## config.mk

```make
export PLATFORM = sky130hd
export DESIGN_NAME = chw_front_flat
export DESIGN_NICKNAME = d
export VERILOG_FILES = /design/src/chw_pkg.sv /design/src/chw_if.sv /design/src/chw_front.sv /design/src/flat_wrapper.sv
export SDC_FILE = /design/constraint.sdc
export NUM_CORES = 1
export LEC_CHECK = 0
export BUFFER_PORTS_ARGS = -buffer_cell sky130_fd_sc_hd__buf_4
export CORE_UTILIZATION = 40
export DETAILED_ROUTE_END_ITERATION = 7
export PLACE_DENSITY = 0.54
export SYNTH_ARGS = -nofsm -noshare
export SYNTH_HDL_FRONTEND = slang
export SYNTH_SLANG_ARGS = --single-unit
export TNS_END_PERCENT = 10
```

## constraint.sdc

```tcl
create_clock -name clk_i -period 2.3 [get_ports clk_i]
set_input_delay 0 -clock clk_i [delete_from_list [all_inputs] [get_ports clk_i]]
set_output_delay 0 -clock clk_i [all_outputs]
set_load 0.05 [all_outputs]
```

## src/chw_pkg.sv

```systemverilog
package chw_pkg;

  // Sizes of the counter stores and of the word history.
  localparam int HIST_ENTRIES = 95;
  localparam int NUM_WORDS    = 5;
  localparam int MAX_WORD_LEN = 6;
  localparam int COUNT_WIDTH  = 32;

  localparam int FIRST_PRINTABLE = 32;
  localparam int LAST_PRINTABLE  = 126;
  localparam int HIST_DEPTH      = MAX_WORD_LEN + 1;
  localparam int SEEN_W          = $clog2(HIST_DEPTH + 1);
  localparam int HIST_AW         = (HIST_ENTRIES > 1) ? $clog2(HIST_ENTRIES) : 1;

  // Field widths of the channels.
  localparam int OP_W   = 2;
  localparam int BYTE_W = 8;
  localparam int IDX_W  = 7;
  localparam int OUT_W  = 32;
  localparam int LEN_W  = 3;
  localparam int WORD_W = 48;
  localparam int LENS_W = 15;
  localparam int CFG_AW = 3;
  localparam int CFG_DW = 48;

  // Register indexes: words 0 to NUM_WORDS-1, then the length register.
  localparam int REG_LENGTHS = NUM_WORDS;

  // Command queue between the front and the back.
  localparam int FIFO_DEPTH = 4;
  localparam int FIFO_AW    = $clog2(FIFO_DEPTH);

  localparam logic [BYTE_W-1:0] CH_UPPER_A = 8'h41;
  localparam logic [BYTE_W-1:0] CH_UPPER_Z = 8'h5A;
  localparam logic [BYTE_W-1:0] CH_LOWER_A = 8'h61;
  localparam logic [BYTE_W-1:0] CH_LOWER_Z = 8'h7A;

  localparam logic [COUNT_WIDTH-1:0] COUNT_MAX = '1;

  typedef logic [WORD_W-1:0] word_t;

  localparam word_t WORD_RESET [NUM_WORDS] = '{
    48'd6581857, 48'd29793, 48'd29801, 48'd31085, 48'd127978959626568
  };
  localparam logic [LENS_W-1:0] LENS_RESET = 15'd25747;

  typedef enum logic [OP_W-1:0] {
    OP_TEXT  = 2'd0,
    OP_END   = 2'd1,
    OP_READ  = 2'd2,
    OP_CLEAR = 2'd3
  } op_e;

  // One classified item as it travels from the front to the back.
  typedef struct packed {
    op_e                    op;
    logic                   hist_hit;
    logic [HIST_AW-1:0]     addr;
    logic [NUM_WORDS-1:0]   word_hit;
    logic [IDX_W-1:0]       idx;
  } cmd_t;

  function automatic logic is_letter(logic [BYTE_W-1:0] c);
    return ((c >= CH_UPPER_A) && (c <= CH_UPPER_Z)) ||
           ((c >= CH_LOWER_A) && (c <= CH_LOWER_Z));
  endfunction

endpackage

```

## src/chw_if.sv

```systemverilog
interface chw_in_if;
  logic                         valid;
  logic                         ready;
  logic [chw_pkg::OP_W-1:0]     operation;
  logic [chw_pkg::BYTE_W-1:0]   data_byte;
  logic [chw_pkg::IDX_W-1:0]    counter_index;

  modport source (output valid, operation, data_byte, counter_index, input ready);
  modport sink (input valid, operation, data_byte, counter_index, output ready);
endinterface


interface chw_cfg_if;
  logic                         valid;
  logic                         ready;
  logic [chw_pkg::CFG_AW-1:0]   index;
  logic [chw_pkg::CFG_DW-1:0]   data;

  modport source (output valid, index, data, input ready);
  modport sink (input valid, index, data, output ready);
endinterface

```

## src/chw_front.sv

```systemverilog
module chw_front (
  input  logic           clk_i,
  input  logic           rst_ni,
  chw_in_if.sink         in_i,
  chw_cfg_if.sink        cfg_i,
  output chw_pkg::cmd_t  cmd_o,
  output logic           push_o,
  input  logic           full_i
);
  import chw_pkg::*;

  word_t                word_q [NUM_WORDS];
  logic [LENS_W-1:0]    lens_q;
  logic [BYTE_W-1:0]    hist_q [HIST_DEPTH];
  logic [SEEN_W-1:0]    seen_q;
  logic [NUM_WORDS-1:0] match;
  op_e                  op;

  assign cfg_i.ready = 1'b1;
  assign in_i.ready  = !full_i;
  assign push_o      = in_i.valid && in_i.ready;
  assign op          = op_e'(in_i.operation);

  always_ff @(posedge clk_i or negedge rst_ni) begin
    if (!rst_ni) begin
      for (int w = 0; w < NUM_WORDS; w++) begin
        word_q[w] <= WORD_RESET[w];
      end
      lens_q <= LENS_RESET;
    end else if (cfg_i.valid) begin
      for (int w = 0; w < NUM_WORDS; w++) begin
        if (cfg_i.index == CFG_AW'(w)) begin
          word_q[w] <= cfg_i.data[WORD_W-1:0];
        end
      end
      if (cfg_i.index == CFG_AW'(REG_LENGTHS)) begin
        lens_q <= cfg_i.data[LENS_W-1:0];
      end
    end
  end

  // Every word is compared against each possible length in parallel and the
  // configured length picks the answer, so all history taps are fixed.
  always_comb begin
    logic [LEN_W-1:0] len;
    logic             ok;
    match = '0;
    for (int w = 0; w < NUM_WORDS; w++) begin
      len = lens_q[LEN_W*w +: LEN_W];
      for (int l = 1; l <= MAX_WORD_LEN; l++) begin
        ok = 1'b1;
        for (int k = 0; k < l; k++) begin
          if (hist_q[l-1-k] != word_q[w][BYTE_W*k +: BYTE_W]) begin
            ok = 1'b0;
          end
        end
        if ((int'(seen_q) > l) && is_letter(hist_q[l])) begin
          ok = 1'b0;
        end
        if ((int'(len) == l) && (int'(seen_q) >= l) && ok) begin
          match[w] = 1'b1;
        end
      end
    end
  end

  always_comb begin
    cmd_o          = '0;
    cmd_o.op       = op;
    cmd_o.idx      = in_i.counter_index;
    case (op)
      OP_TEXT: begin
        cmd_o.hist_hit = (int'(in_i.data_byte) >= FIRST_PRINTABLE) &&
                         (int'(in_i.data_byte) <= LAST_PRINTABLE) &&
                         ((int'(in_i.data_byte) - FIRST_PRINTABLE) < HIST_ENTRIES);
        cmd_o.addr     = HIST_AW'(in_i.data_byte - BYTE_W'(FIRST_PRINTABLE));
        cmd_o.word_hit = is_letter(in_i.data_byte) ? '0 : match;
      end
      OP_END: begin
        cmd_o.word_hit = match;
      end
      OP_READ: begin
        cmd_o.hist_hit = int'(in_i.counter_index) < HIST_ENTRIES;
        cmd_o.addr     = HIST_AW'(in_i.counter_index);
      end
      default: begin
      end
    endcase
  end

  always_ff @(posedge clk_i or negedge rst_ni) begin
    if (!rst_ni) begin
      for (int j = 0; j < HIST_DEPTH; j++) begin
        hist_q[j] <= '0;
      end
      seen_q <= '0;
    end else if (push_o) begin
      case (op)
        OP_TEXT: begin
          for (int j = HIST_DEPTH - 1; j > 0; j--) begin
            hist_q[j] <= hist_q[j-1];
          end
          hist_q[0] <= in_i.data_byte;
          if (int'(seen_q) < HIST_DEPTH) begin
            seen_q <= seen_q + 1'b1;
          end
        end
        OP_END, OP_CLEAR: begin
          for (int j = 0; j < HIST_DEPTH; j++) begin
            hist_q[j] <= '0;
          end
          seen_q <= '0;
        end
        default: begin
        end
      endcase
    end
  end

endmodule

```

## src/flat_wrapper.sv

```systemverilog
// flat-port wrapper written by rule: the top's interface ports become plain ports
module chw_front_flat import chw_pkg::*;
  (clk_i, rst_ni, cmd_o, push_o, full_i, in_i_valid, in_i_operation, in_i_data_byte, in_i_counter_index, in_i_ready, cfg_i_valid, cfg_i_index, cfg_i_data, cfg_i_ready);
  chw_in_if in_i_i ();
  chw_cfg_if cfg_i_i ();
  input  logic clk_i;
  input  logic rst_ni;
  output chw_pkg::cmd_t cmd_o;
  output logic push_o;
  input  logic full_i;
  input wire logic [$bits(in_i_i.valid)-1:0] in_i_valid;
  input wire logic [$bits(in_i_i.operation)-1:0] in_i_operation;
  input wire logic [$bits(in_i_i.data_byte)-1:0] in_i_data_byte;
  input wire logic [$bits(in_i_i.counter_index)-1:0] in_i_counter_index;
  output wire logic [$bits(in_i_i.ready)-1:0] in_i_ready;
  input wire logic [$bits(cfg_i_i.valid)-1:0] cfg_i_valid;
  input wire logic [$bits(cfg_i_i.index)-1:0] cfg_i_index;
  input wire logic [$bits(cfg_i_i.data)-1:0] cfg_i_data;
  output wire logic [$bits(cfg_i_i.ready)-1:0] cfg_i_ready;
  assign in_i_i.valid = in_i_valid;
  assign in_i_i.operation = in_i_operation;
  assign in_i_i.data_byte = in_i_data_byte;
  assign in_i_i.counter_index = in_i_counter_index;
  assign in_i_ready = in_i_i.ready;
  assign cfg_i_i.valid = cfg_i_valid;
  assign cfg_i_i.index = cfg_i_index;
  assign cfg_i_i.data = cfg_i_data;
  assign cfg_i_ready = cfg_i_i.ready;
  chw_front u_core (.clk_i(clk_i), .rst_ni(rst_ni), .in_i(in_i_i), .cfg_i(cfg_i_i), .cmd_o(cmd_o), .push_o(push_o), .full_i(full_i));
endmodule
```

; Word-level counts from Yosys, hierarchy flattened
; Cells that the tools add are included.
[totals]
register_bits = 314
out_inout_bits = 25
elab_cells = 480
in_bits = 73
[op_classes]
eq_ne = 144
order_cmp = 45
add_sub_neg = 3
reduce_logical = 103
muxes = 171
[ops]
columns = operator, count
row1 = 8-bit inequality test, 105
row2 = 1-bit 2-to-1 mux, 165
row3 = 8-bit by 7-bit less-or-equal comparator with 1-bit output (second input constant), 15
row4 = 8-bit by 7-bit >= comparator with 1-bit output (second input constant), 14
row5 = 56-bit one-hot mux with 2 select lines, 1
row6 = 1-bit logical AND, 83
row7 = 3-bit == test (second input constant), 22
row8 = 3-bit by 2-bit == test with 1-bit output (second input constant), 12
row9 = 32-bit by 8-bit less-than comparator with 1-bit output (second input constant), 1
row10 = 8-bit one-hot mux with 2 select lines, 1
row11 = 2-bit AND reduction, 7
row12 = 5-bit one-hot mux with 2 select lines, 1
row13 = 3-bit >= comparator (second input constant), 3
row14 = 3-bit > comparator (second input constant), 3
row15 = 8-bit by 6-bit subtractor with 9-bit output (second input constant), 1
row16 = 8-bit by 6-bit >= comparator with 1-bit output (second input constant), 1
row17 = 1-bit logical OR, 7
row18 = 7-bit less-than comparator (second input constant), 1
row19 = 7-bit by 6-bit subtractor with 7-bit output (second input constant), 1
row20 = 3-bit by 2-bit >= comparator with 1-bit output (second input constant), 2
row21 = 3-bit by 2-bit > comparator with 1-bit output (second input constant), 2
row22 = 3-bit one-hot mux with 2 select lines, 1
row23 = 5-bit 2-to-1 mux, 1
row24 = 2-bit == test (second input constant), 2
row25 = 14 further kinds, 14

; Depth between registers and ports, before layout
[logic_depth]
word_depth = 14
depth_mapped = 9

; Worst setup path before layout
; No wires, ideal clock.
[synth_timing]
path_type = reg-to-output
from = reg u_core.word_q[197] in the netlist's numbering
to = out cmd_o[7] in the netlist's numbering
path_slack_ns = -0.524
stages_incl_launch_ff = 8
t_required_ns = 2.300
t_arrival_ns = 2.824
cell_sequence = dfstp_2 -> buf_1 -> xor2_1 -> nor4_1 -> nand4_1 -> or4_1 -> or4_1 -> a31oi_1
[synth_lines]
columns = element, line
row1 = start: declaration, chw_front.sv:12  ; word_t word_q [NUM_WORDS];
row2 = start signal: indexed assignment, chw_front.sv:27  ; word_q[w] <= WORD_RESET[w];
row3 = start signal: indexed assignment, chw_front.sv:33  ; word_q[w] <= cfg_i.data[WORD_W-1:0];
row4 = end: declaration, flat_wrapper.sv:8  ; output chw_pkg::cmd_t cmd_o;

==> flow_metrics.py <==
metrics = {
    "detailed_routing": {
        "wl_microns": 124000,
        "ant_nets": 0,
        "vias": 20200,
        "vias_per_cell": 5.95,
        "drt_iter0_drc": 1678,
        "drc_errors": 0,
        "avgRoutedWirePerCell_microns": 36.4,
        "firstDrtPassIters": 6,
    },
    "grt": {
        "use_met1": 0.516,
        "grt_util_met2": 0.664,
        "grt_max_degree": 79,
        "grt_use_met3": 0.0803,
        "top_usage_layer": "met2",
        "overflow": 0,
        "grt_antenna_before_repair": 16,
        "grt_pass1_vias": 20500,
        "grt_pass1_wl_microns": 168000,
        "grt_usage": 0.429,
    },
    "cells_and_area": {
        "multiInputGateArea_sq_um": 14100,
        "drive_gt1_frac": 0.394,
        "register_area_sq_um": 7940,
        "finalNetCount": 2690,
        "final_cell_mix": "636 x xor2_1, 519 x buf_4, 237 x mux2_2",
        "final_core_util": 0.533,
        "layout_commonest_cell": "xor2_1",
        "area_delta_synth_final_pct": 31.7,
        "final_area_sq_um": 30000,
        "n_fill_cell": 5147,
    },
    "sta": {
        "tns_ns": -4.34,
        "finalWorstSetupSlack_ns": -0.904,
        "final_hold_viol_count": 6,
        "setup_viol": 5,
        "max_freq_ghz": 0.312,
        "min_period_over_period": 1.39,
        "fin_skew_ns": 0.0238,
        "fin_crit_ns": 3.20,
        "whs_ns": -0.0396,
        "rsz0062_at_grt": "true",
        "maxSlewViolCount": 0,
        "max_slew_margin": 0.208,
        "tightestPinTransition_ns": 1.18,
    },
    "setup_path": {
        "worstSetupStartpointType": "flip-flop",
        "path_cells": "buf_4 -> or4_1 -> o22ai_2 -> o22ai_1 -> buf_6 -> nor4_2 -> a221oi_2 -> buf_4 -> a31oi_4 -> buf_6",
        "arrival_ns": 3.20,
        "cp.required_ns": 2.30,
        "cpMaxStageDelayCell": "or4_1",
        "crit_path_max_incr_delay_ns": 0.56,
        "cp_max_fo": 5,
        "critPathKind": "flip-flop to output port",
        "r2r_cells": 7,
        "worstSetupEndpointType": "output port",
    },
    "clock_tree": {
        "h-tree-depth": 2,
        "clk_latency_ns": 0.59,
        "cts_sinks": 313,
        "cts_buffers": 40,
        "path_clk_slew_ns": 0.06,
        "cts_buffer_depth": 3,
        "clock_tree.root_cell": "clkbuf_16",
        "tritoncts": "done",
    },
    "placed_design": {
        "place_area_sq_um": 27500,
        "dp.final_hpwl_microns": 93500,
        "gp_congestion": 1.06,
        "io_buffer_count": 96,
    },
    "die": {
        "core_sq_um": 56400,
        "die_h_microns": 241,
        "io_pins": 98,
        "die_w_microns": 241,
        "die_area_sq_um": 58000,
        "initial_utilization": 0.405,
        "fp-row-count": 87,
    },
    "logic_synthesis": {
        "postSynthAreaPerCell_sq_um": 10.3,
        "synth_cells": 2212,
        "synth_edf_count": 0,
        "syn-num-nets": 2294,
        "synth_flop_cell": "dfrtp_1",
        "synth_seq_cells": 313,
        "synth_cell_types": 56,
        "async_reset_ff_frac": 1.00,
        "synth-seq-area-share": 0.347,
        "ys_warn_count": 0,
        "syn_area_sq_um": 22800,
    },
    "run_status": {
        "status": "finished with violations",
        "violations": "hold timing, setup timing",
    },
    "pwr": {
        "cellLeakagePower_uw": 0.0142,
        "powerDensity_nw_per_um2": 847,
        "peakVddDrop_v": 0.000643,
        "finalPower_uw": 25400,
    },
    "hold_path": {
        "worstHoldPathType": "primary input to async pin",
    },
    "flow_run": {
        "cap_violations": 0,
    },
}
registers in the layout (all words and copies together) (netlist names):
signal	cells
u_core.lens_q	15
u_core.word_q	240
u_core.hist_q	55
u_core.seen_q	3
final timing paths:
| kind | start | end | slack (ns) |
|---|---|---|---|
| min in group clk_i | cfg_i_index[2] | u_core.word_q[103] | 0.08 |
| hold / removal | rst_ni | u_core.word_q[115] | -0.04 |
| setup / recovery | u_core.hist_q[35] | cmd_o[7] | -0.90 |
| hold reg to reg | u_core.word_q[140] | u_core.word_q[140] | 0.51 |
| setup reg to reg | u_core.seen_q[1] | u_core.seen_q[2] | 0.45 |
| max in group asynchronous | rst_ni | u_core.hist_q[29] | 1.28 |
layout make-up:
class | count | area share
multi-input combinational | 1597 | 0.469
tap | 756 | 0.0315
antenna | 4 | 0.000333
inverter | 13 | 0.00162
timing repair buffer | 643 | 0.188
clock inverter | 21 | 0.00883
clock buffer | 52 | 0.0365
sequential | 313 | 0.264
layer usage:
metal  vias up  part of all wire
li1       8368                 -
met1     10400              0.39
met2      1056              0.44
met3       432             0.066
met4         0              0.10
met5         -                 0
logic make-up (layout without fill, tap and decap cells):
| group | count (synthesis) | in the layout | synth area share |
|---|---|---|---|
| AO/OA/AOI/OAI | 109 | 109 | 0.0375 |
| AND/OR/NAND/NOR | 379 | 379 | 0.101 |
| other | 1 | 5 | 0.000164 |
| flip-flops | 313 | 313 | 0.347 |
| XOR/XNOR | 839 | 839 | 0.322 |
| adder cells (fa/ha/maj) | 9 | 9 | 0.00494 |
| buffers and inverters | 302 | 729 | 0.0590 |
| multiplexers | 260 | 260 | 0.128 |
where the power goes:
group / internal [uW] / switching [uW] / total, uW
registers: 6750 / 1590 / 8340
clock network: 3950 / 2770 / 6720
logic: 4710 / 5670 / 10400
total: 15400 / 10000 / 25400
repair_timing:
| action | CTS | global route |
|---|---|---|
| hold endpoints to repair | 426 | 0 |
| pin swaps | 22 | 8 |
| buffers inserted | 10 | 0 |
| gates resized for setup | 67 | 22 |
| hold buffers | 58 | 0 |
| setup endpoints to repair | 5 | 5 |
| gates cloned | 0 | 0 |
cell usage after synthesis (5+ instances only):
cell | number | area [sq um]
mux2i_1 | 5 | 50.1
inv_1 | 13 | 48.8
a41oi_1 | 7 | 61.3
clkbuf_2 | 11 | 55.1
xor2_1 | 636 | 5570
a21oi_1 | 11 | 55.1
mux2_2 | 237 | 2670
dfrtp_1 | 248 | 6210
nand3_1 | 27 | 135
nor3_1 | 26 | 130
xnor2_1 | 203 | 1780
a22o_1 | 57 | 499
ha_1 | 9 | 113
nand4_1 | 75 | 469
nor3b_1 | 9 | 67.6
clkbuf_1 | 97 | 364
nor2_1 | 18 | 67.6
o22ai_1 | 5 | 31.3
o21ai_0 | 5 | 25.0
dfstp_2 | 65 | 1710
nand2_1 | 15 | 56.3
or4_1 | 12 | 90.1
mux2_1 | 18 | 203
buf_1 | 66 | 248
nor4_1 | 165 | 1030
buf_2 | 98 | 490
nor4b_1 | 12 | 105
nand4b_1 | 6 | 52.6
buf_4 | 14 | 105
stage by stage:
stage                     cells  setup slack, ns  hold WS, ns
after floorplan            2212          -0.0721       -0.296
after global placement     3256           -0.698       0.0107
after detailed placement   3256           -0.754       0.0177
after CTS                  3395           -0.885       0.0187
after global routing       3395           -0.947       0.0154
final                      3399           -0.904      -0.0396
worst max-delay path, delay by kind of cell (launching register included):
family / cells / cell delay [ns]
AND/OR/NAND/NOR: 2 / 0.90
buffers and inverters: 4 / 0.70
flip-flops: 1 / 0.43
AO/OA/AOI/OAI: 4 / 0.58
Power figures use the tool's default switching activity.
