$ cat config.mk
export PLATFORM = sky130hd
export DESIGN_NAME = chw_back_flat
export DESIGN_NICKNAME = d
export VERILOG_FILES = /design/src/chw_pkg.sv /design/src/chw_if.sv /design/src/chw_back.sv /design/src/flat_wrapper.sv
export SDC_FILE = /design/constraint.sdc
export NUM_CORES = 2
export LEC_CHECK = 0
export BUFFER_PORTS_ARGS = -buffer_cell sky130_fd_sc_hd__buf_4
export CAP_MARGIN = 20
export CORE_MARGIN = 2
export CORE_UTILIZATION = 45
export CTS_BUF_LIST = sky130_fd_sc_hd__clkbuf_8
export CTS_CLUSTER_SIZE = 30
export DETAILED_ROUTE_END_ITERATION = 16
export SYNTH_ARGS = -nofsm -noshare
export SYNTH_HDL_FRONTEND = slang
export SYNTH_SLANG_ARGS = --single-unit
export TNS_END_PERCENT = 10
$ cat constraint.sdc
create_clock -name clk_i -period 11 [get_ports clk_i]
set_clock_uncertainty 0.2 [all_clocks]
set_input_delay 0.55 -clock clk_i [delete_from_list [all_inputs] [get_ports clk_i]]
set_output_delay 0.55 -clock clk_i [all_outputs]
set_load 0.01 [all_outputs]
$ cat src/chw_pkg.sv
package chw_pkg;

  // Sizes of the counter stores and of the word history.
  localparam int HIST_ENTRIES = 95;
  localparam int NUM_WORDS    = 5;
  localparam int MAX_WORD_LEN = 6;
  localparam int COUNT_WIDTH  = 32;

  localparam int FIRST_PRINTABLE = 32;
  localparam int LAST_PRINTABLE  = 126;
  localparam int HIST_DEPTH      = MAX_WORD_LEN + 1;
  localparam int SEEN_W          = $clog2(HIST_DEPTH + 1);
  localparam int HIST_AW         = (HIST_ENTRIES > 1) ? $clog2(HIST_ENTRIES) : 1;

  // Field widths of the channels.
  localparam int OP_W   = 2;
  localparam int BYTE_W = 8;
  localparam int IDX_W  = 7;
  localparam int OUT_W  = 32;
  localparam int LEN_W  = 3;
  localparam int WORD_W = 48;
  localparam int LENS_W = 15;
  localparam int CFG_AW = 3;
  localparam int CFG_DW = 48;

  // Register indexes: words 0 to NUM_WORDS-1, then the length register.
  localparam int REG_LENGTHS = NUM_WORDS;

  // Command queue between the front and the back.
  localparam int FIFO_DEPTH = 4;
  localparam int FIFO_AW    = $clog2(FIFO_DEPTH);

  localparam logic [BYTE_W-1:0] CH_UPPER_A = 8'h41;
  localparam logic [BYTE_W-1:0] CH_UPPER_Z = 8'h5A;
  localparam logic [BYTE_W-1:0] CH_LOWER_A = 8'h61;
  localparam logic [BYTE_W-1:0] CH_LOWER_Z = 8'h7A;

  localparam logic [COUNT_WIDTH-1:0] COUNT_MAX = '1;

  typedef logic [WORD_W-1:0] word_t;

  localparam word_t WORD_RESET [NUM_WORDS] = '{
    48'd6581857, 48'd29793, 48'd29801, 48'd31085, 48'd127978959626568
  };
  localparam logic [LENS_W-1:0] LENS_RESET = 15'd25747;

  typedef enum logic [OP_W-1:0] {
    OP_TEXT  = 2'd0,
    OP_END   = 2'd1,
    OP_READ  = 2'd2,
    OP_CLEAR = 2'd3
  } op_e;

  // One classified item as it travels from the front to the back.
  typedef struct packed {
    op_e                    op;
    logic                   hist_hit;
    logic [HIST_AW-1:0]     addr;
    logic [NUM_WORDS-1:0]   word_hit;
    logic [IDX_W-1:0]       idx;
  } cmd_t;

  function automatic logic is_letter(logic [BYTE_W-1:0] c);
    return ((c >= CH_UPPER_A) && (c <= CH_UPPER_Z)) ||
           ((c >= CH_LOWER_A) && (c <= CH_LOWER_Z));
  endfunction

endpackage

$ cat src/chw_if.sv


interface chw_out_if;
  logic                         valid;
  logic                         ready;
  logic [chw_pkg::OUT_W-1:0]    count_value;
  logic [chw_pkg::IDX_W-1:0]    counter_echo;

  modport source (output valid, count_value, counter_echo, input ready);
  modport sink (input valid, count_value, counter_echo, output ready);
endinterface


$ cat src/chw_back.sv
module chw_back (
  input  logic           clk_i,
  input  logic           rst_ni,
  input  chw_pkg::cmd_t  head_i,
  input  logic           empty_i,
  output logic           pop_o,
  chw_out_if.source      out_o
);
  import chw_pkg::*;

  logic [COUNT_WIDTH-1:0]  mem [HIST_ENTRIES];
  logic [HIST_ENTRIES-1:0] hvalid_q;
  logic [COUNT_WIDTH-1:0]  wcnt_q [NUM_WORDS];
  cmd_t                    s2_q;
  logic                    s2_vld_q;
  logic [COUNT_WIDTH-1:0]  rd_q;
  logic                    fwd_hit_q;
  logic [COUNT_WIDTH-1:0]  fwd_data_q;
  logic                    out_vld_q;
  logic [COUNT_WIDTH-1:0]  out_cnt_q;
  logic [IDX_W-1:0]        out_echo_q;

  logic                    adv;
  logic                    wr_en;
  logic                    is_read;
  logic [COUNT_WIDTH-1:0]  cur;
  logic [COUNT_WIDTH-1:0]  inc;
  logic [COUNT_WIDTH-1:0]  word_val;
  logic [COUNT_WIDTH-1:0]  rd_val;

  assign adv     = !out_vld_q || out_o.ready;
  assign pop_o   = adv && !empty_i;
  assign is_read = s2_vld_q && (s2_q.op == OP_READ);
  assign wr_en   = adv && s2_vld_q && (s2_q.op == OP_TEXT) && s2_q.hist_hit;

  // The entry written on the edge that issued this read is taken from the
  // forward register; an entry not written since the last clear reads zero.
  always_comb begin
    if (fwd_hit_q) begin
      cur = fwd_data_q;
    end else if (s2_q.hist_hit && hvalid_q[s2_q.addr]) begin
      cur = rd_q;
    end else begin
      cur = '0;
    end
    inc = (cur == COUNT_MAX) ? cur : cur + 1'b1;
  end

  always_comb begin
    word_val = '0;
    for (int w = 0; w < NUM_WORDS; w++) begin
      if (int'(s2_q.idx) == HIST_ENTRIES + w) begin
        word_val = wcnt_q[w];
      end
    end
    rd_val = s2_q.hist_hit ? cur : word_val;
  end

  always_ff @(posedge clk_i) begin
    if (wr_en) begin
      mem[s2_q.addr] <= inc;
    end
    if (pop_o) begin
      rd_q <= mem[head_i.addr];
    end
  end

  always_ff @(posedge clk_i) begin
    if (adv) begin
      s2_q       <= head_i;
      fwd_data_q <= inc;
    end
    if (adv && is_read) begin
      out_cnt_q  <= rd_val;
      out_echo_q <= s2_q.idx;
    end
  end

  always_ff @(posedge clk_i or negedge rst_ni) begin
    if (!rst_ni) begin
      s2_vld_q  <= 1'b0;
      fwd_hit_q <= 1'b0;
      out_vld_q <= 1'b0;
      hvalid_q  <= '0;
      for (int w = 0; w < NUM_WORDS; w++) begin
        wcnt_q[w] <= '0;
      end
    end else if (adv) begin
      s2_vld_q  <= pop_o;
      fwd_hit_q <= wr_en && pop_o && (head_i.addr == s2_q.addr);
      out_vld_q <= is_read;
      if (s2_vld_q && (s2_q.op == OP_CLEAR)) begin
        hvalid_q <= '0;
        for (int w = 0; w < NUM_WORDS; w++) begin
          wcnt_q[w] <= '0;
        end
      end else if (s2_vld_q) begin
        if (wr_en) begin
          hvalid_q[s2_q.addr] <= 1'b1;
        end
        for (int w = 0; w < NUM_WORDS; w++) begin
          if (s2_q.word_hit[w] && (wcnt_q[w] != COUNT_MAX)) begin
            wcnt_q[w] <= wcnt_q[w] + 1'b1;
          end
        end
      end
    end
  end

  assign out_o.valid        = out_vld_q;
  assign out_o.count_value  = OUT_W'(out_cnt_q);
  assign out_o.counter_echo = out_echo_q;

endmodule

$ cat src/flat_wrapper.sv
// flat-port wrapper written by rule: the top's interface ports become plain ports
module chw_back_flat import chw_pkg::*;
  (clk_i, rst_ni, head_i, empty_i, pop_o, out_o_valid, out_o_count_value, out_o_counter_echo, out_o_ready);
  chw_out_if out_o_i ();
  input  logic clk_i;
  input  logic rst_ni;
  input  chw_pkg::cmd_t head_i;
  input  logic empty_i;
  output logic pop_o;
  output wire logic [$bits(out_o_i.valid)-1:0] out_o_valid;
  output wire logic [$bits(out_o_i.count_value)-1:0] out_o_count_value;
  output wire logic [$bits(out_o_i.counter_echo)-1:0] out_o_counter_echo;
  input wire logic [$bits(out_o_i.ready)-1:0] out_o_ready;
  assign out_o_valid = out_o_i.valid;
  assign out_o_count_value = out_o_i.count_value;
  assign out_o_counter_echo = out_o_i.counter_echo;
  assign out_o_i.ready = out_o_ready;
  chw_back u_core (.clk_i(clk_i), .rst_ni(rst_ni), .head_i(head_i), .empty_i(empty_i), .pop_o(pop_o), .out_o(out_o_i));
endmodule
After elaboration in Yosys (flattened, before gate mapping)

Memories as Yosys holds them, arrays and structs flattened. A register that Yosys moved wholly into a read port is not among the register bits.
Cells that the tools add are included.

Flip-flop bits (word level): 351
Memory bits (writable): 3040
Bits of input ports: 26
Output and inout bits: 41
Word-level logic and storage cells: 99
Memories kept: 1

Memories:

| name       | depth | width | read ports | clocked after Yosys merged registers in | write ports | line           | RTL |
|---|---|---|---|---|---|---|---|
| u_core.mem | 95    | 32    | 1          | 1                                       | 1           | chw_back.sv:11 | `logic [COUNT_WIDTH-1:0] mem [HIST_ENTRIES];` |

Add/sub/neg operators: 6
Order comparisons: 2
Equality and inequality tests: 14
Mux-type cells: 25
Bitwise operators: 1
Reduce and logical (&&, ||, !) cells: 33

Operators by type and width:

| kind                  | number |
|---|---|
| $mux 32               | 14 |
| $mux 160              | 2 |
| $mux 95               | 3 |
| $add 32x1->32 const B | 6 |
| $ne 32x32->1 const B  | 5 |
| $or 95x95->95         | 1 |
| $eq 32x32->1 const B  | 1 |
| $eq 7x6->1 const B    | 4 |
| $reduce_and 3->1      | 6 |
| $logic_and 1x1->1     | 16 |
| $reduce_bool 2->1     | 7 |
| $lt 7x8->1 const B    | 1 |
| $bmux 1 s7            | 1 |
| $demux 1 s7           | 1 |
| $eq 7x7->1            | 1 |
| $eq 7x7->1 const B    | 1 |
| $ge 7x1->1 const B    | 1 |
| $eq 2x2->1 const B    | 2 |
| $mux 1                | 4 |
| $logic_not 1->1       | 2 |
| $logic_not 2->1       | 1 |
| $logic_or 1x1->1      | 1 |

Longest topological paths before layout

Depth in word-level cells: 8
Depth in mapped cells: 20
Gate-level depth less buffers: 14

Worst setup path after synthesis

No wires, ideal clock.

Path type: register to register
From: register u_core.s2_q[13] (netlist bit)
To: register u_core.fwd_data_q[1], data pin
Library setup time: 949 ps
Arrival time: 7358 ps
Data required time: 9851 ps
Path slack: 2493 ps
Cell stages (with the launch flop): 18
Buffers on the path: 4
Period minus slack after synthesis: 8507 ps
Path through: edfxtp_1 -> buf_6 -> or3b_1 -> a21oi_1 -> a211oi_1 -> o21ai_2 -> nor4_4 -> a21oi_4 -> clkbuf_1 -> buf_1 -> a22oi_1 -> inv_1 -> ha_1 -> o21ai_0 -> nor3_4 -> nand4_1 -> buf_4 -> o21ai_0

Cells in the longest elaborated chain, start to end: 7
Elaborated cells on any way between the ends: 8
Classes of those cells: add/sub: 1; eq/ne: 1; mux: 5; reduce/logical: 1

RTL lines:

| item                                          | line           | RTL |
|---|---|---|
| start: declaration                            | chw_back.sv:14 | `cmd_t s2_q;` |
| start signal: assignment                      | chw_back.sv:70 | `s2_q <= head_i;` |
| $bmux 1 s7 *                                  | chw_back.sv:41 | `end else if (s2_q.hist_hit && hvalid_q[s2_q.addr]) begin` |
| $mux 1 (not written as such) *                | chw_back.sv:41 |  |
| $logic_and 1x1->1 *                           | chw_back.sv:41 |  |
| $mux 32 *                                     | chw_back.sv:41 |  |
| $mux 32 *                                     | chw_back.sv:39 | `if (fwd_hit_q) begin` |
| $add 32x1->32 or $eq 32x32->1 (tied branches) | chw_back.sv:46 | `inc = (cur == COUNT_MAX) ? cur : cur + 1'b1;` |
| $mux 32 *                                     | chw_back.sv:46 |  |
| via u_core.inc[1]                             | chw_back.sv:27 | `logic [COUNT_WIDTH-1:0] inc;` |
| end signal: assignment                        | chw_back.sv:71 | `fwd_data_q <= inc;` |
| end: declaration                              | chw_back.sv:18 | `logic [COUNT_WIDTH-1:0] fwd_data_q;` |

Mark *: on every way through the listed nets, which the timed path passes. The rest lies on a longest branch. The select of a mux whose other input is x is not followed.
A chain may end at the register's enable or synchronous reset.

Final worst setup path

From: register u_core.s2_q[14] (netlist bit)
To: memory u_core.mem[85][18], data pin

Cells in the longest elaborated chain, start to end: 7
Elaborated cells on any way between the ends: 8
Classes of those cells: add/sub: 1; eq/ne: 1; mux: 5; reduce/logical: 1

RTL lines:

| item                                          | line |
|---|---|
| $bmux 1 s7 *                                  | chw_back.sv:41 |
| $mux 1 (not written as such) *                | chw_back.sv:41 |
| $logic_and 1x1->1 *                           | chw_back.sv:41 |
| $mux 32 *                                     | chw_back.sv:41 |
| $mux 32 *                                     | chw_back.sv:39 |
| $add 32x1->32 or $eq 32x32->1 (tied branches) | chw_back.sv:46 |
| $mux 32 *                                     | chw_back.sv:46 |
| via u_core.inc[18]                            | chw_back.sv:27 |
| end: declaration                              | chw_back.sv:11 |

Marks and branches as above.

==> impl_metrics.yaml <==
cts:
  numCtsBuffers: 565
  cts_resized: 0
  htreeDepth: 6
  ctsRootBufferMaster: "clkbuf_8"
  clk_latency_ns: 1.18
  cts_sinks: 3423
  clock_path_buffers: 4
  cts_tree: "done"
  clkTransAtPathRegs_ns: 0.06
global_routing:
  met3_usage_pct: 4.206
  grt_max_degree: 188
  busiest_layer: "met2"
  gr-usage-met2_pct: 38.91
  grt_use_met1_pct: 34.55
  antenna_found_initial: 20
  grt_util_all_layers_pct: 24.26
  grt.overflow.total: 0
  grt_pass1_vias: 69000
  grt_first_pass_wirelength_um: 518700
place:
  numPortBuffers: 66
  preCtsSetupSlack_ns: 3.666
  gp_congestion: 0.8437
  hpwl_um: 193100
final_layout:
  nets: 7032
  drive_above_1_share_pct: 28.34
  area.growth.synth_to_final_pct: 13.21
status:
  outcome: "completed"
die:
  die_area_mm2: 0.3037
  placementRows: 200
  fp.dieW_um: 551.1
  start_util_pct: 45.31
  die_h_um: 551.1
  coreArea_mm2: 0.2973
  pin_count: 67
route:
  drt-total-wl_um: 369900
  via_count: 69330
  drc: 0
  first_iter_violations: 8629
  ant_nets: 0
  wl_per_cell_um: 32.50
  viasPerCell: 6.091
  first_pass_iters: 9
setup_path:
  end_kind: "flop"
  worstSetupPathType: "flop to flop"
  arrival_ns: 8.09
  r2r_start: "u_core.s2_q[14]"
  required_ns: 11.59
  startpoint: "u_core.s2_q[14]"
  path_max_fanout: 64
  cp-start-kind: "flop"
synth:
  yosysSeqAreaShare_pct: 75.35
  ys_ff_latch: 3423
  ys_warn_count: 0
  syn_nets: 6486
  postSynthCellCount: 6454
  synth.distinct_cells: 74
  netlist_area_mm2: 0.1347
  synthArstFlopShare_pct: 7.537
  ys.flop_type: "edfxtp_1"
  avgSynthCellArea_um2: 20.87
  synth_edf_count: 3165
job:
  maxCapViolCount: 0
sta:
  period_share_pct: 68.22
  worst_pin_slew_ns: 1.195
  layout_setup_ws_ns: 3.495
  rsz0062_at_grt: "no"
  max_slew_margin_pct: 20.31
  timing_hold_violations_final: 0
  period_needed_ns: 7.505
  max_freq_ghz: 0.1333
  setup_viol: 0
  slew_violations: 0
  final.setup.tns_ns: 0
power_and_ir_drop:
  power_density_mw_per_mm2: 167.7
  vdd_drop_max_mv: 0.1184
  p_leak_nw: 54.49
worst_hold_path:
  min-delay-start: "head_i[17]"
  holdCritPathClass: "input port to flop"
-- metrics by stage --
stage | instances | total power [mW] | instance area, um2 | utilization, % | hold slack [ns]
after floorplan | 6454 | 15.15 | 134700 | - | 0.05441
after global placement | 10320 | 15.55 | 141700 | 47.66 | 0.2739
after detailed placement | 10330 | 15.57 | 141700 | 47.66 | 0.2801
after CTS | 11360 | 25.79 | 152300 | 51.24 | 0.01240
after global routing | 11370 | 26.42 | 152500 | 51.29 | 0.03043
final | 11380 | 25.57 | 152500 | 51.29 | 0.09589
-- kinds of logic (layout without fill, tap and decap cells) --
group	Yosys count	after routing	share of synthesized area (%)
DFF	3423	3423	75.35
muxes	1123	1123	17.19
and+or+nand+nor	925	925	3.240
AOI/OAI and AO/OA	455	455	2.021
buffers and inverters	367	1343	1.131
xor gates and xnor gates	155	155	1.008
adders and majority gates	6	6	0.05573
other	0	12	0
-- cells in the final DEF, fill, tap and decap left out, types with 17 or more instances in the layout --
master	instances
nand4_1	47
buf_4	258
a21oi_1	205
nand3_1	83
o21ai_0	113
inv_1	210
nand2_1	168
o22ai_1	17
or3_1	33
clkinv_1	117
xor2_1	94
nor3_1	29
mux2i_1	166
xnor2_1	34
dfrtp_1	257
dlygate4sd3_1	39
nor2_4	97
a22oi_1	21
mux4_2	952
clkinv_2	46
edfxtp_1	3165
clkbuf_8	586
a222oi_1	20
nor2b_1	28
nor2_1	318
and4_1	19
and3_1	24
-- synth_stat cells (all sizes together), types with 17 or more instances --
master,count,area [um2]
a21oi,210,1070
a222oi,20,200.2
a22oi,26,237.7
and3,24,150.1
and4,19,166.4
buf,132,641.9
clkbuf,213,799.5
dfrtp,258,6456
edfxtp,3165,95040
inv,22,82.58
mux2i,167,1672
mux4,952,21440
nand2,169,636.9
nand3,88,445.4
nand4,47,294.0
nor2,419,1580
nor2b,28,175.2
nor3,36,216.5
o21ai,119,603.1
o22ai,17,106.4
or3,33,206.5
xnor2,47,411.6
xor2,108,945.9
-- registers in the layout, indices dropped and copies added (netlist names) --
signal,flops
u_core.fwd_data_q,32
u_core.fwd_hit_q,1
u_core.hvalid_q,95
u_core.mem,3040
u_core.out_o.count_value,32
u_core.out_o.counter_echo,7
u_core.out_o.valid,1
u_core.rd_q,32
u_core.s2_q,22
u_core.s2_vld_q,1
u_core.wcnt_q,160
-- final cells by class --
class                   count  area [um2]
inverters                  22       82.58
diodes                     12       30.03
clock inverters           411        2180
clock buffers             586        8065
well taps                3939        4928
multi-input cells        2664       32850
repair buffers            324        2853
flip-flops and latches   3423      101500
fillers                 23550      144800
-- power by group --
part           internal (mW)  switching, mW
clock network           5.15           5.12
logic                  0.414          0.667
registers               14.2         0.0738
-- what timing repair did --
action	CTS	global route
hold buffers	40	0
hold endpoints to repair	336	0
buffers inserted	0	0
-- critical path: stages, from the launching register on --
cell,delay (ns)
edfxtp_1,0.82
nand2b_1,0.51
o22ai_1,0.25
o21ai_0,0.20
o211ai_1,0.33
nor4_4,0.17
a21oi_4,0.37
a22oi_1,0.20
inv_1,0.15
ha_1,0.24
o21ai_0,0.16
nor3_4,0.46
nand4_1,0.81
and4b_1,0.53
mux2i_4,0.77
buf_4,0.83
-- worst paths after layout --
path / end / slack (ns) / cells after the start
worst min register to register: u_core.hvalid_q[10] / 0.29 / 2
max in group asynchronous: u_core.wcnt_q[126] / 9.27 / 4
worst max register to register: u_core.mem[85][18] / 3.50 / 15
min in group asynchronous: u_core.hvalid_q[13] / 0.38 / 4
worst max-delay path: u_core.mem[85][18] / 3.50 / 15
worst min-delay path: u_core.s2_q[17] / 0.1 / 2
-- metal layers --
metal | wire [um] | part of all wire [%] | vias to the layer above
li1 | - | - | 27920
met1 | 151300 | 41 | 37610
met2 | 179000 | 48 | 3258
met3 | 30130 | 8.1 | 545
met4 | 9401 | 2.5 | 0
met5 | 0 | 0 | -
Note: power is estimated with default switching activity, not from simulation.
