[config.mk]
export PLATFORM = sky130hd
export DESIGN_NAME = chw_fifo
export DESIGN_NICKNAME = d
export VERILOG_FILES = /design/src/chw_pkg.sv /design/src/chw_fifo.sv
export SDC_FILE = /design/constraint.sdc
export NUM_CORES = 1
export LEC_CHECK = 0
export BUFFER_PORTS_ARGS = -buffer_cell sky130_fd_sc_hd__buf_2
export CAP_MARGIN = 20
export CORE_MARGIN = 5
export CORE_UTILIZATION = 25
export CTS_CLUSTER_DIAMETER = 80
export DETAILED_ROUTE_END_ITERATION = 8
export GPL_ROUTABILITY_DRIVEN = 1
export SLEW_MARGIN = 5
export SYNTH_ARGS = -nofsm -noshare
export SYNTH_HDL_FRONTEND = slang
export SYNTH_SLANG_ARGS = --single-unit
[constraint.sdc]
create_clock -name clk_i -period 2.2 [get_ports clk_i]
set_input_delay 0.33 -clock clk_i [delete_from_list [all_inputs] [get_ports clk_i]]
set_output_delay 0.33 -clock clk_i [all_outputs]
set_load 0.01 [all_outputs]
[src/chw_pkg.sv]
package chw_pkg;

  // Sizes of the counter stores and of the word history.
  localparam int HIST_ENTRIES = 95;
  localparam int NUM_WORDS    = 5;
  localparam int MAX_WORD_LEN = 6;
  localparam int COUNT_WIDTH  = 32;

  localparam int FIRST_PRINTABLE = 32;
  localparam int LAST_PRINTABLE  = 126;
  localparam int HIST_DEPTH      = MAX_WORD_LEN + 1;
  localparam int SEEN_W          = $clog2(HIST_DEPTH + 1);
  localparam int HIST_AW         = (HIST_ENTRIES > 1) ? $clog2(HIST_ENTRIES) : 1;

  // Field widths of the channels.
  localparam int OP_W   = 2;
  localparam int BYTE_W = 8;
  localparam int IDX_W  = 7;
  localparam int OUT_W  = 32;
  localparam int LEN_W  = 3;
  localparam int WORD_W = 48;
  localparam int LENS_W = 15;
  localparam int CFG_AW = 3;
  localparam int CFG_DW = 48;

  // Register indexes: words 0 to NUM_WORDS-1, then the length register.
  localparam int REG_LENGTHS = NUM_WORDS;

  // Command queue between the front and the back.
  localparam int FIFO_DEPTH = 4;
  localparam int FIFO_AW    = $clog2(FIFO_DEPTH);

  localparam logic [BYTE_W-1:0] CH_UPPER_A = 8'h41;
  localparam logic [BYTE_W-1:0] CH_UPPER_Z = 8'h5A;
  localparam logic [BYTE_W-1:0] CH_LOWER_A = 8'h61;
  localparam logic [BYTE_W-1:0] CH_LOWER_Z = 8'h7A;

  localparam logic [COUNT_WIDTH-1:0] COUNT_MAX = '1;

  typedef logic [WORD_W-1:0] word_t;

  localparam word_t WORD_RESET [NUM_WORDS] = '{
    48'd6581857, 48'd29793, 48'd29801, 48'd31085, 48'd127978959626568
  };
  localparam logic [LENS_W-1:0] LENS_RESET = 15'd25747;

  typedef enum logic [OP_W-1:0] {
    OP_TEXT  = 2'd0,
    OP_END   = 2'd1,
    OP_READ  = 2'd2,
    OP_CLEAR = 2'd3
  } op_e;

  // One classified item as it travels from the front to the back.
  typedef struct packed {
    op_e                    op;
    logic                   hist_hit;
    logic [HIST_AW-1:0]     addr;
    logic [NUM_WORDS-1:0]   word_hit;
    logic [IDX_W-1:0]       idx;
  } cmd_t;

  function automatic logic is_letter(logic [BYTE_W-1:0] c);
    return ((c >= CH_UPPER_A) && (c <= CH_UPPER_Z)) ||
           ((c >= CH_LOWER_A) && (c <= CH_LOWER_Z));
  endfunction

endpackage

[src/chw_fifo.sv]
module chw_fifo (
  input  logic           clk_i,
  input  logic           rst_ni,
  input  logic           push_i,
  input  chw_pkg::cmd_t  cmd_i,
  input  logic           pop_i,
  output chw_pkg::cmd_t  head_o,
  output logic           full_o,
  output logic           empty_o
);
  import chw_pkg::*;

  cmd_t                 slot_q [FIFO_DEPTH];
  logic [FIFO_AW-1:0]   wr_ptr_q;
  logic [FIFO_AW-1:0]   rd_ptr_q;
  logic [FIFO_AW:0]     cnt_q;

  assign full_o  = cnt_q == (FIFO_AW+1)'(FIFO_DEPTH);
  assign empty_o = cnt_q == '0;
  assign head_o  = slot_q[rd_ptr_q];

  always_ff @(posedge clk_i) begin
    if (push_i) begin
      slot_q[wr_ptr_q] <= cmd_i;
    end
  end

  always_ff @(posedge clk_i or negedge rst_ni) begin
    if (!rst_ni) begin
      wr_ptr_q <= '0;
      rd_ptr_q <= '0;
      cnt_q    <= '0;
    end else begin
      if (push_i) begin
        wr_ptr_q <= wr_ptr_q + 1'b1;
      end
      if (pop_i) begin
        rd_ptr_q <= rd_ptr_q + 1'b1;
      end
      case ({push_i, pop_i})
        2'b10:   cnt_q <= cnt_q + 1'b1;
        2'b01:   cnt_q <= cnt_q - 1'b1;
        default: cnt_q <= cnt_q;
      endcase
    end
  end

endmodule

Word-level counts from Yosys, hierarchy flattened. Memory sizes are Yosys's and may differ from the RTL's. Cells that the tools add are included.

Input bits: 26. Word-level logic and storage cells: 16. Flip-flop bits (word level): 7. Output and inout port bits: 24. Bits in writable memories: 88. Memories: 1.

Memories: slot_q (depth 4, width 22, rd ports 1, clocked after memory_dff 0, write ports 1, line chw_fifo.sv:13) `cmd_t slot_q [FIFO_DEPTH];`.

Mux-type cells: 3. Reductions and logical operators: 2. $add $sub $neg: 4. Equal/unequal tests: 3.

Operator list (number): $pmux 3 s2 (1); $add 2x1->2 const B (2); $add 3x1->3 const B (1); $eq 3x3->1 const B (1); $logic_not 3->1 (1); $sub 3x1->3 const B (1); $eq 2x1->1 const B (1); $eq 2x2->1 const B (1); $mux 1 (2); $reduce_bool 2->1 (1).

Logic depth before layout (Yosys ltp). Gate-level depths: netlist (run 1).

Depth in word-level cells: 2. Depth in mapped cells: 7. Depth with buffers taken out: 7.

Least setup slack after synthesis (run 1). No wires, ideal clock.

Path kind: reg2reg. Start point: register wr_ptr_q[0]. End point: memory slot_q[2][0] in the netlist's numbering (enable). Path slack: 0.639 ns. Period minus slack after synthesis: 1.561 ns. Path buffers: 0. Data arrival time: 1.181 ns. Required time: 1.819 ns. Library setup time: 0.381 ns. Stages on the path, launching flop included: 4. Path through: dfrtp_1 > inv_1 > ha_1 > and2_1.

RTL lines: start, declared (line chw_fifo.sv:14) `logic [FIFO_AW-1:0] wr_ptr_q;`; start signal, assigned (line chw_fifo.sv:35) `wr_ptr_q <= wr_ptr_q + 1'b1;`; end, declared (line chw_fifo.sv:13).

No word-level cell before the write port.

==> flow_summary.toml, run 1 <==
[logic_synthesis]
mappedNetlistNets = 183
postSynthRegisterBits = 95
syn-mean-instance-area_um2 = 23.9
synthDominantCellAreaShare_pct = 73.2
synth.area.top_cells = "edfxtp_1 (73%), mux4_2 (11%), dfrtp_1 (4.9%)"
synth_mux_area_share_pct = 14.4
postSynth.topFlopCell = "edfxtp_1"
post_synthesis_simple_gate_area_fraction_pct = 1.32
async_reset_ff_share_pct = 7.37
synthAdderAreaFrac_pct = 2.29
ys.warnings.count = 0
synth-compound-area-share_pct = 0.139
synthMostInstantiatedCell = "edfxtp_1"
yosysUniqueCellTypes = 19
synth-xor-area-share_pct = 1.46
ys_top_cells_by_count = "edfxtp_1 (88), mux4_2 (18), dfrtp_1 (7)"
synth_top_family_by_area = "multiplexers"
synth.yosys.seq_area_share_pct = 78.1
synth_enable_flop_cells = 88
synthCells = 151
mappedNetlistArea_um2 = 3610
yosysTopAreaCell = "edfxtp_1"

[critical_path]
cpLargestDelayFamily = "multiplexers"
cp-end-kind = "output pin"
cell_with_the_largest_stage_delay_on_the_worst_path = "mux4_1"
r2r_slack_ns = 0.68
worst_ep_required_time_ns = 1.87
worst-setup-path-type = "reg2out"
crit_path_cell_trace = "buf_12 > mux4_1 > buf_2"
worstSetupStartpointType = "register"
critical_path.n_buffers_inverters = 2
critical-path-max-stage-delay_ns = 0.58
critPathMaxFanout = 24
timing.critical_path.arrival_ns = 1.69

[floorplan]
horiz_die_dim_um = 130
initial_utilization_pct = 25.1
row_count = 44
floorplan.io_pins = 50
floorplan.die_area_um2 = 16900
chipHeight_um = 130
floorplan.core_area_um2 = 14400

[layout]
fin_nets = 247
fin_area_um2 = 4420
filler_cell_count = 1399
final_util_pct = 30.8
final_layout_size_suffix_gt1_share_pct = 40.9
area_delta_synth_final_pct = 22.6
n_antenna_cell = 0

[global_route]
first_global_vias = 1791
antenna_found_initial = 1
global_route.usage.total_pct = 8.37
global_route.overflow_total = 0
global_route_wire_length_before_repair_um = 9980
grt_max_degree = 25

[detailed_routing]
via_per_inst = 4.04
post_route_drc_violation_count = 0
ant_nets = 0
drtPass1Iterations = 3
route.vias.total = 1633
routed_wl_um = 6700
wl_per_cell_um = 16.6
drt_iter0_markers = 71

[sta]
max_freq_ghz = 0.496
timing.max_slew.rel_slack_pct = 71.4
final_period_minus_worst_setup_slack_ns = 2.02
rsz0062_at_grt = "no"
final_critical_path_setup_slack_ns = 0.183
final-max-slew-violation-count = 0
fin_tns_setup_ns = 0
report.final.hold_viol_count = 0
post-route-period-util_pct = 91.7
transition_time_of_the_tightest_slew_check_pin_ns = 0.429
timing.final.setup_violations = 0
final.setup_skew_ns = 0.00331

[placement]
postPlaceCellArea_um2 = 4120
dp_hpwl_um = 4480
buffer_ports.inserted = 49
gp_routability_congestion = 0.647
preCtsSetupSlack_ns = 0.514

[clock_network]
count_of_cells_resized_by_post_cts_repair = 0
cts_tree = "yes"
postCtsSetupRepairBufs = 0
cts.htree.levels = 3
clock_tree.buffer_depth = 2
clk_root_buffer_cell = "clkbuf_16"
cts.clk_slew.worst_paths_ns = 0.06
cts_hold_buf = 1
clock-sinks = 95
clock_latency_ns = 0.33
numCtsBuffers = 9

[flow_run]
max-cap-violations = 0

[power]
report.power.total_w = 0.00568
irDropWorstVdd_mv = 0.655
leakage_nw = 1.56
power_per_cell_area_nw_per_um2 = 1280

[outcome]
outcome = "finished, final reports clean"

[hold_path]
timing.hold.worst.class = "in2reg"
[power breakdown]
part	leakage (nW)	total, W	switching, W	internal (W)
Sequential	0.889	0.00249	0.000110	0.00238
Clock	0.136	0.00150	0.000615	0.000881
Combinational	0.536	0.00169	0.000890	0.000804
Total	1.56	0.00568	0.00162	0.00407
[path summary, 6_finish.rpt]
| kind | from | endpoint | cells after the start |
|---|---|---|---|
| worst max-delay path | rd_ptr_q[0] | head_o[2] | 3 |
| worst min-delay path | cmd_i[12] | slot_q[3][12] | 1 |
| worst max register to register | wr_ptr_q[0] | slot_q[2][8] | 4 |
| worst min register to register | cnt_q[2] | cnt_q[2] | 1 |
| max in group asynchronous | rst_ni | rd_ptr_q[0] | 2 |
| min in group asynchronous | rst_ni | wr_ptr_q[0] | 2 |
[cell type report]
type                    count  area [um^2]  share of cell area (%)
clock inverters             5         58.8                    1.33
flip-flops and latches     95         2820                    63.7
multi-input cells          45          708                    16.0
clock buffers              11          233                    5.26
well taps                 184          230                    5.20
repair buffers             58          353                    7.98
inverters                   6         22.5                   0.509
[registers in the layout, summed over array words and instances (netlist names)]
| signal | flops |
|---|---|
| rd_ptr_q | 2 |
| slot_q | 88 |
| cnt_q | 3 |
| wr_ptr_q | 2 |
[per-layer routing]
metal  global-route usage [%]  share of wire [%]
met1                     8.94                 39
met2                     14.8                 54
met3                     3.77                5.9
met4                     2.57                1.0
met5                        0               0.30
[stage by stage]
step                std cells  hold WS (ns)
floorplan                 151        0.0344
global placement          387         0.176
detailed placement        387         0.178
CTS                       404         0.192
global route              404         0.187
finish                    404         0.206
[layout by cell type (no fill, tap or decap), drive strengths merged]
cell,netlist,final
ha,5,5
o21ai,1,1
bufinv,0,1
nor2,1,1
dlygate4sd3,0,1
and2,4,4
inv,6,6
clkinv,0,2
xor2,4,4
mux4,22,22
clkbuf,0,11
clkinvlp,0,2
nand2,2,2
buf,5,57
dfrtp,7,7
fa,1,1
edfxtp,88,88
and3,1,1
xnor2,2,2
nor3,1,1
mux2i,1,1
[cell families after synthesis]
kind of cell / Yosys count
simple gates: 9
flops: 95
compound gates: 1
xor+xnor: 6
fa+ha+maj: 6
mux: 23
buf+inv: 11
Note: power is estimated with default switching activity, not from simulation.
==> run 2, diff against run 1 <==
--- a/config.mk
+++ b/config.mk
@@ -8,7 +8,7 @@
 export BUFFER_PORTS_ARGS = -buffer_cell sky130_fd_sc_hd__buf_2
 export CAP_MARGIN = 20
 export CORE_MARGIN = 5
-export CORE_UTILIZATION = 25
+export CORE_UTILIZATION = 30
 export CTS_CLUSTER_DIAMETER = 80
 export DETAILED_ROUTE_END_ITERATION = 8
 export GPL_ROUTABILITY_DRIVEN = 1
==> flow_summary.toml, run 2 (synthesis gave the netlist of run 1 again) <==
[global_route]
grt_max_degree = 18
global_route_wire_length_before_repair_um = 9830
global_route.overflow_total = 0
global_route.usage.total_pct = 9.41
antenna_found_initial = 0
first_global_vias = 1763

[critical_path]
critPathMaxFanout = 17
worst_ep_required_time_ns = 1.87
cp-end-kind = "output pin"
worst-setup-path-type = "reg2out"
timing.critical_path.arrival_ns = 1.64
worstSetupStartpointType = "register"

[detailed_routing]
route.vias.total = 1629
ant_nets = 0
via_per_inst = 4.43
drt_iter0_markers = 59
post_route_drc_violation_count = 0
routed_wl_um = 6180
wl_per_cell_um = 16.8
drtPass1Iterations = 4

[power]
irDropWorstVdd_mv = 0.575
power.internal_w = 0.00418
power_frac_clock_pct = 27.4
combPwrFrac_pct = 28.8
seqPwrFrac_pct = 43.8
leakage_nw = 1.58
power_per_cell_area_nw_per_um2 = 1300
switching_share_pct = 27.1
switching_power_w = 0.00155

[floorplan]
initial_utilization_pct = 30.3
floorplan.io_pins = 50
chipHeight_um = 120
horiz_die_dim_um = 120
floorplan.core_area_um2 = 11900
floorplan.die_area_um2 = 14300
row_count = 40

[sta]
rsz0062_at_grt = "no"
transition_time_of_the_tightest_slew_check_pin_ns = 0.358
whs_ns = 0.212
fin_tns_setup_ns = 0
final.setup_skew_ns = 0.00397
final_period_minus_worst_setup_slack_ns = 1.97
max_freq_ghz = 0.508
final-max-slew-violation-count = 0
timing.final.setup_violations = 0
post-route-period-util_pct = 89.5
timing.max_slew.rel_slack_pct = 76.1
report.final.hold_viol_count = 0

[placement]
placed_cells = 353
dp_hpwl_um = 4180
gp_routability_congestion = 0.644
buffer_ports.inserted = 49

[clock_network]
clock-sinks = 95
cts.clk_slew.worst_paths_ns = 0.06
cts.htree.levels = 3
clock_tree.buffer_depth = 2
numCtsBuffers = 9
cts_tree = "yes"
count_of_cells_resized_by_post_cts_repair = 0
clk_root_buffer_cell = "clkbuf_16"
clock_latency_ns = 0.33

[layout]
largest_register_ff_count = 88
area_delta_synth_final_pct = 21.8
final_layout_size_suffix_gt1_share_pct = 41.2
final_util_pct = 36.9
n_antenna_cell = 0
largest_registers = "slot_q (88), cnt_q (3)"
commonest_cells_after_routing_fill_and_taps_aside = "edfxtp_1 (88), buf_2 (49), mux4_2 (18), clkbuf_16 (9), buf_4 (9)"
final_common_cell = "edfxtp_1"
register_ranked_first_by_flip_flop_count = "slot_q"
fin_nets = 250
finish.cell_count_without_fillers = 368

[outcome]
outcome = "finished, final reports clean"

[hold_path]
timing.hold.worst.class = "in2reg"

[flow_run]
max-cap-violations = 0
[run 2: cell count changes in the layout (fill, tap and decap cells not counted), sizes merged]
cell      before  now
clkinvlp       2    1
bufinv         1    2
clkbuf        11    9
buf           57   60
[run 2: path summary, 6_finish.rpt]
path | from | to | slack, ns | cells past startpoint
worst max-delay path | rd_ptr_q[0] | head_o[21] | 0.23 | 3
worst min-delay path | cmd_i[17] | slot_q[3][17] | 0.21 | 1
worst max register to register | wr_ptr_q[0] | slot_q[2][5] | 0.82 | 4
worst min register to register | cnt_q[2] | cnt_q[2] | 0.50 | 1
max in group asynchronous | rst_ni | rd_ptr_q[0] | 1.65 | 2
min in group asynchronous | rst_ni | cnt_q[0] | 0.36 | 2
[run 2: stage by stage]
| stage | setup WS (ns) | total power, W | cell area [um^2] |
|---|---|---|---|
| finish | 0.231 | 0.00573 | 4400 |
| global route | 0.162 | 0.00605 | 4400 |
| CTS | 0.194 | 0.00586 | 4400 |
| detailed placement | 0.555 | 0.00429 | 4090 |
| global placement | 0.570 | 0.00426 | 4090 |
| floorplan | 0.639 | 0.00365 | 3610 |
[run 2: metal layers]
| layer | global-route usage, % | wire [um] | vias up | part of all wire (%) |
|---|---|---|---|---|
| li1 | - | - | 746 | - |
| met2 | 15.6 | 3130 | 42 | 51 |
| met3 | 3.58 | 329 | 9 | 5.3 |
| met1 | 11.0 | 2610 | 832 | 42 |
| met5 | 0 | 0 | - | 0 |
| met4 | 3.87 | 114 | 0 | 1.8 |
[run 2: repair_timing]
item	in CTS	in global routing
buffers inserted	0	0
hold endpoints to repair	7	0
hold buffers	1	0
[run 2: layout make-up]
| class | instances | area [um^2] |
|---|---|---|
| Fill cell | 1100 | 7510 |
| Tap cell | 147 | 184 |
| Timing Repair Buffer | 61 | 363 |
| Sequential cell | 95 | 2820 |
| Multi-Input combinational cell | 45 | 708 |
| Clock buffer | 9 | 225 |
| Inverter | 6 | 22.5 |
| Clock inverter | 5 | 75.1 |
[run 2: worst max-delay path, cell delays in order (launching register included)]
cell	delay, ns
dfrtp_2	0.38
buf_12	0.19
mux4_1	0.58
buf_2	0.16
[run 2: power by group through the flow]
stage	logic [W]	clock network, W	registers (W)
after floorplan	0.00115	0	0.00250
after global placement	0.00172	0	0.00254
after detailed placement	0.00173	0	0.00256
after CTS	0.00173	0.00161	0.00252
after global routing	0.00183	0.00168	0.00255
final	0.00165	0.00157	0.00251
==> run 3, diff against run 2 <==
--- a/config.mk
+++ b/config.mk
@@ -16,3 +16,4 @@
 export SYNTH_ARGS = -nofsm -noshare
 export SYNTH_HDL_FRONTEND = slang
 export SYNTH_SLANG_ARGS = --single-unit
+export TNS_END_PERCENT = 5
==> constraint.sdc (replaced) <==
create_clock -name clk_i -period 2 [get_ports clk_i]
set_input_delay 0.3 -clock clk_i [delete_from_list [all_inputs] [get_ports clk_i]]
set_output_delay 0.3 -clock clk_i [all_outputs]
set_load 0.01 [all_outputs]
==> flow_summary.toml, run 3 (synthesis gave the netlist of run 1 again) <==
[sta]
final_critical_path_setup_slack_ns = 0.0513
transition_time_of_the_tightest_slew_check_pin_ns = 0.418
final_period_minus_worst_setup_slack_ns = 1.95
timing.final.setup_violations = 0
post-route-period-util_pct = 97.4
final-max-slew-violation-count = 0
timing.max_slew.rel_slack_pct = 72.1
rsz0062_at_grt = "yes"
report.final.hold_viol_count = 0
final.setup_skew_ns = 0.00340
max_freq_ghz = 0.513

[power]
combPwrFrac_pct = 29.3
power_frac_clock_pct = 30.0
power_per_cell_area_nw_per_um2 = 1500
switching_power_w = 0.00180
power.internal_w = 0.00496
switching_share_pct = 26.7
seqPwrFrac_pct = 40.7
irDropWorstVdd_mv = 0.775
leakage_nw = 1.63

[global_route]
antenna_found_initial = 0
global_route.usage.total_pct = 9.66
grt_max_degree = 19
first_global_vias = 1866
global_route_wire_length_before_repair_um = 10100
global_route.overflow_total = 0

[critical_path]
cp-end-kind = "output pin"
critPathMaxFanout = 9
worstSetupStartpointType = "register"
critical_path.n_buffers_inverters = 2
timing.critical_path.arrival_ns = 1.65
cell_with_the_largest_stage_delay_on_the_worst_path = "mux4_1"
worst-setup-path-type = "reg2out"
critical-path-max-stage-delay_ns = 0.54
worst_ep_required_time_ns = 1.70
crit_path_cell_trace = "buf_12 > mux4_1 > buf_2"
cpLargestDelayFamily = "multiplexers"

[placement]
placed_cells = 354
dp_hpwl_um = 4290
buffer_ports.inserted = 49
preCtsSetupSlack_ns = 0.383
gp_routability_congestion = 0.703

[hold_path]
timing.hold.worst.class = "in2reg"

[clock_network]
clock_latency_ns = 0.33
clock_tree.buffer_depth = 2
numCtsBuffers = 9
clk_root_buffer_cell = "clkbuf_16"
cts.clk_slew.worst_paths_ns = 0.06
postCtsSetupRepairBufs = 0
clock-sinks = 95
cts_tree = "yes"
cts.htree.levels = 3

[floorplan]
floorplan.io_pins = 50
row_count = 40
floorplan.core_area_um2 = 11900
floorplan.die_area_um2 = 14300
horiz_die_dim_um = 120
chipHeight_um = 120
initial_utilization_pct = 30.3

[detailed_routing]
via_per_inst = 4.40
drtPass1Iterations = 4
wl_per_cell_um = 17.7
post_route_drc_violation_count = 0
route.vias.total = 1643
routed_wl_um = 6590
ant_nets = 0
drt_iter0_markers = 98

[layout]
final_common_cell = "edfxtp_1"
register_ranked_first_by_flip_flop_count = "slot_q"
largest_registers = "slot_q (88), cnt_q (3)"
finish.cell_count_without_fillers = 373
multi_input_comb_area_um2 = 701
filler_cell_count = 1094
fin_nets = 252
largest_register_ff_count = 88
commonest_cells_after_routing_fill_and_taps_aside = "edfxtp_1 (88), buf_2 (48), mux4_2 (20), clkbuf_16 (10), buf_4 (8)"
ff_latch_area_um2 = 2820
final_layout_size_suffix_gt1_share_pct = 43.1
area_delta_synth_final_pct = 24.9

[outcome]
outcome = "finished, final reports clean"

[flow_run]
max-cap-violations = 0
## run 3: changes by cell type in the layout (fill, tap and decap cells not counted), moves of 2 or more
cell / before / now
buf_6: 0 / 2
bufinv_16: 2 / 4
mux4_1: 4 / 2
mux4_2: 18 / 20
## run 3: cell type report
class                           count  share of cell area [%]
Sequential cell                    95                    62.5
Multi-Input combinational cell     45                    15.5
Inverter                            6                   0.500
Timing Repair Buffer               63                    9.27
Tap cell                          147                    4.08
Clock inverter                      6                    2.94
Antenna cell                        1                  0.0555
Clock buffer                       10                    5.08
## run 3: path summary, 6_finish.rpt
path / startpoint / to / depth (start not counted) / slack [ns]
setup / recovery: rd_ptr_q[0] / head_o[21] / 3 / 0.05
max in group asynchronous: rst_ni / rd_ptr_q[0] / 2 / 1.49
hold / removal: cmd_i[5] / slot_q[1][5] / 1 / 0.18
setup reg to reg: wr_ptr_q[0] / slot_q[0][15] / 4 / 0.44
min in group asynchronous: rst_ni / cnt_q[0] / 2 / 0.33
hold reg to reg: cnt_q[0] / cnt_q[0] / 1 / 0.50
## run 3: timing repair
action / CTS / global route
hold endpoints to repair: 7 / 0
setup endpoints to repair: 0 / 2
resized for setup: 0 / 4
hold buffers: 1 / 0
## run 3: worst reg2reg max path, delay by kind of cell (launching register included)
family | cells | cell delay [ns]
buffers and inverters | 2 | 0.34
adders and majority gates | 1 | 0.13
and+or+nand+nor | 1 | 0.37
DFF | 1 | 0.43
## run 3: power by group through the flow
| stage | Combinational, W | Clock [W] | Sequential, W |
|---|---|---|---|
| after detailed placement | 0.00197 | 0 | 0.00278 |
| after global routing | 0.00217 | 0.00218 | 0.00279 |
| after floorplan | 0.00127 | 0 | 0.00275 |
| after CTS | 0.00197 | 0.00208 | 0.00274 |
| final | 0.00198 | 0.00202 | 0.00275 |
| after global placement | 0.00193 | 0 | 0.00277 |
## run 3: metal layers
metal  vias up  routed length, um  track usage (%)
met5         -                  0                0
met4         0                 98             3.44
met3         8                435             4.29
met2        43               3330             16.2
met1       838               2730             11.0
li1        754                  -                -
## run 3: stage by stage
stage	TNS [ns]	util, %	hold WS [ns]	total power [W]	cell area, um^2
floorplan	0	-	0.00441	0.00402	3610
global placement	0	34.5	0.151	0.00470	4110
CTS	0	37.6	0.161	0.00679	4480
detailed placement	0	34.5	0.150	0.00475	4110
finish	0	37.8	0.177	0.00676	4510
global route	-0.0514	37.8	0.165	0.00714	4510
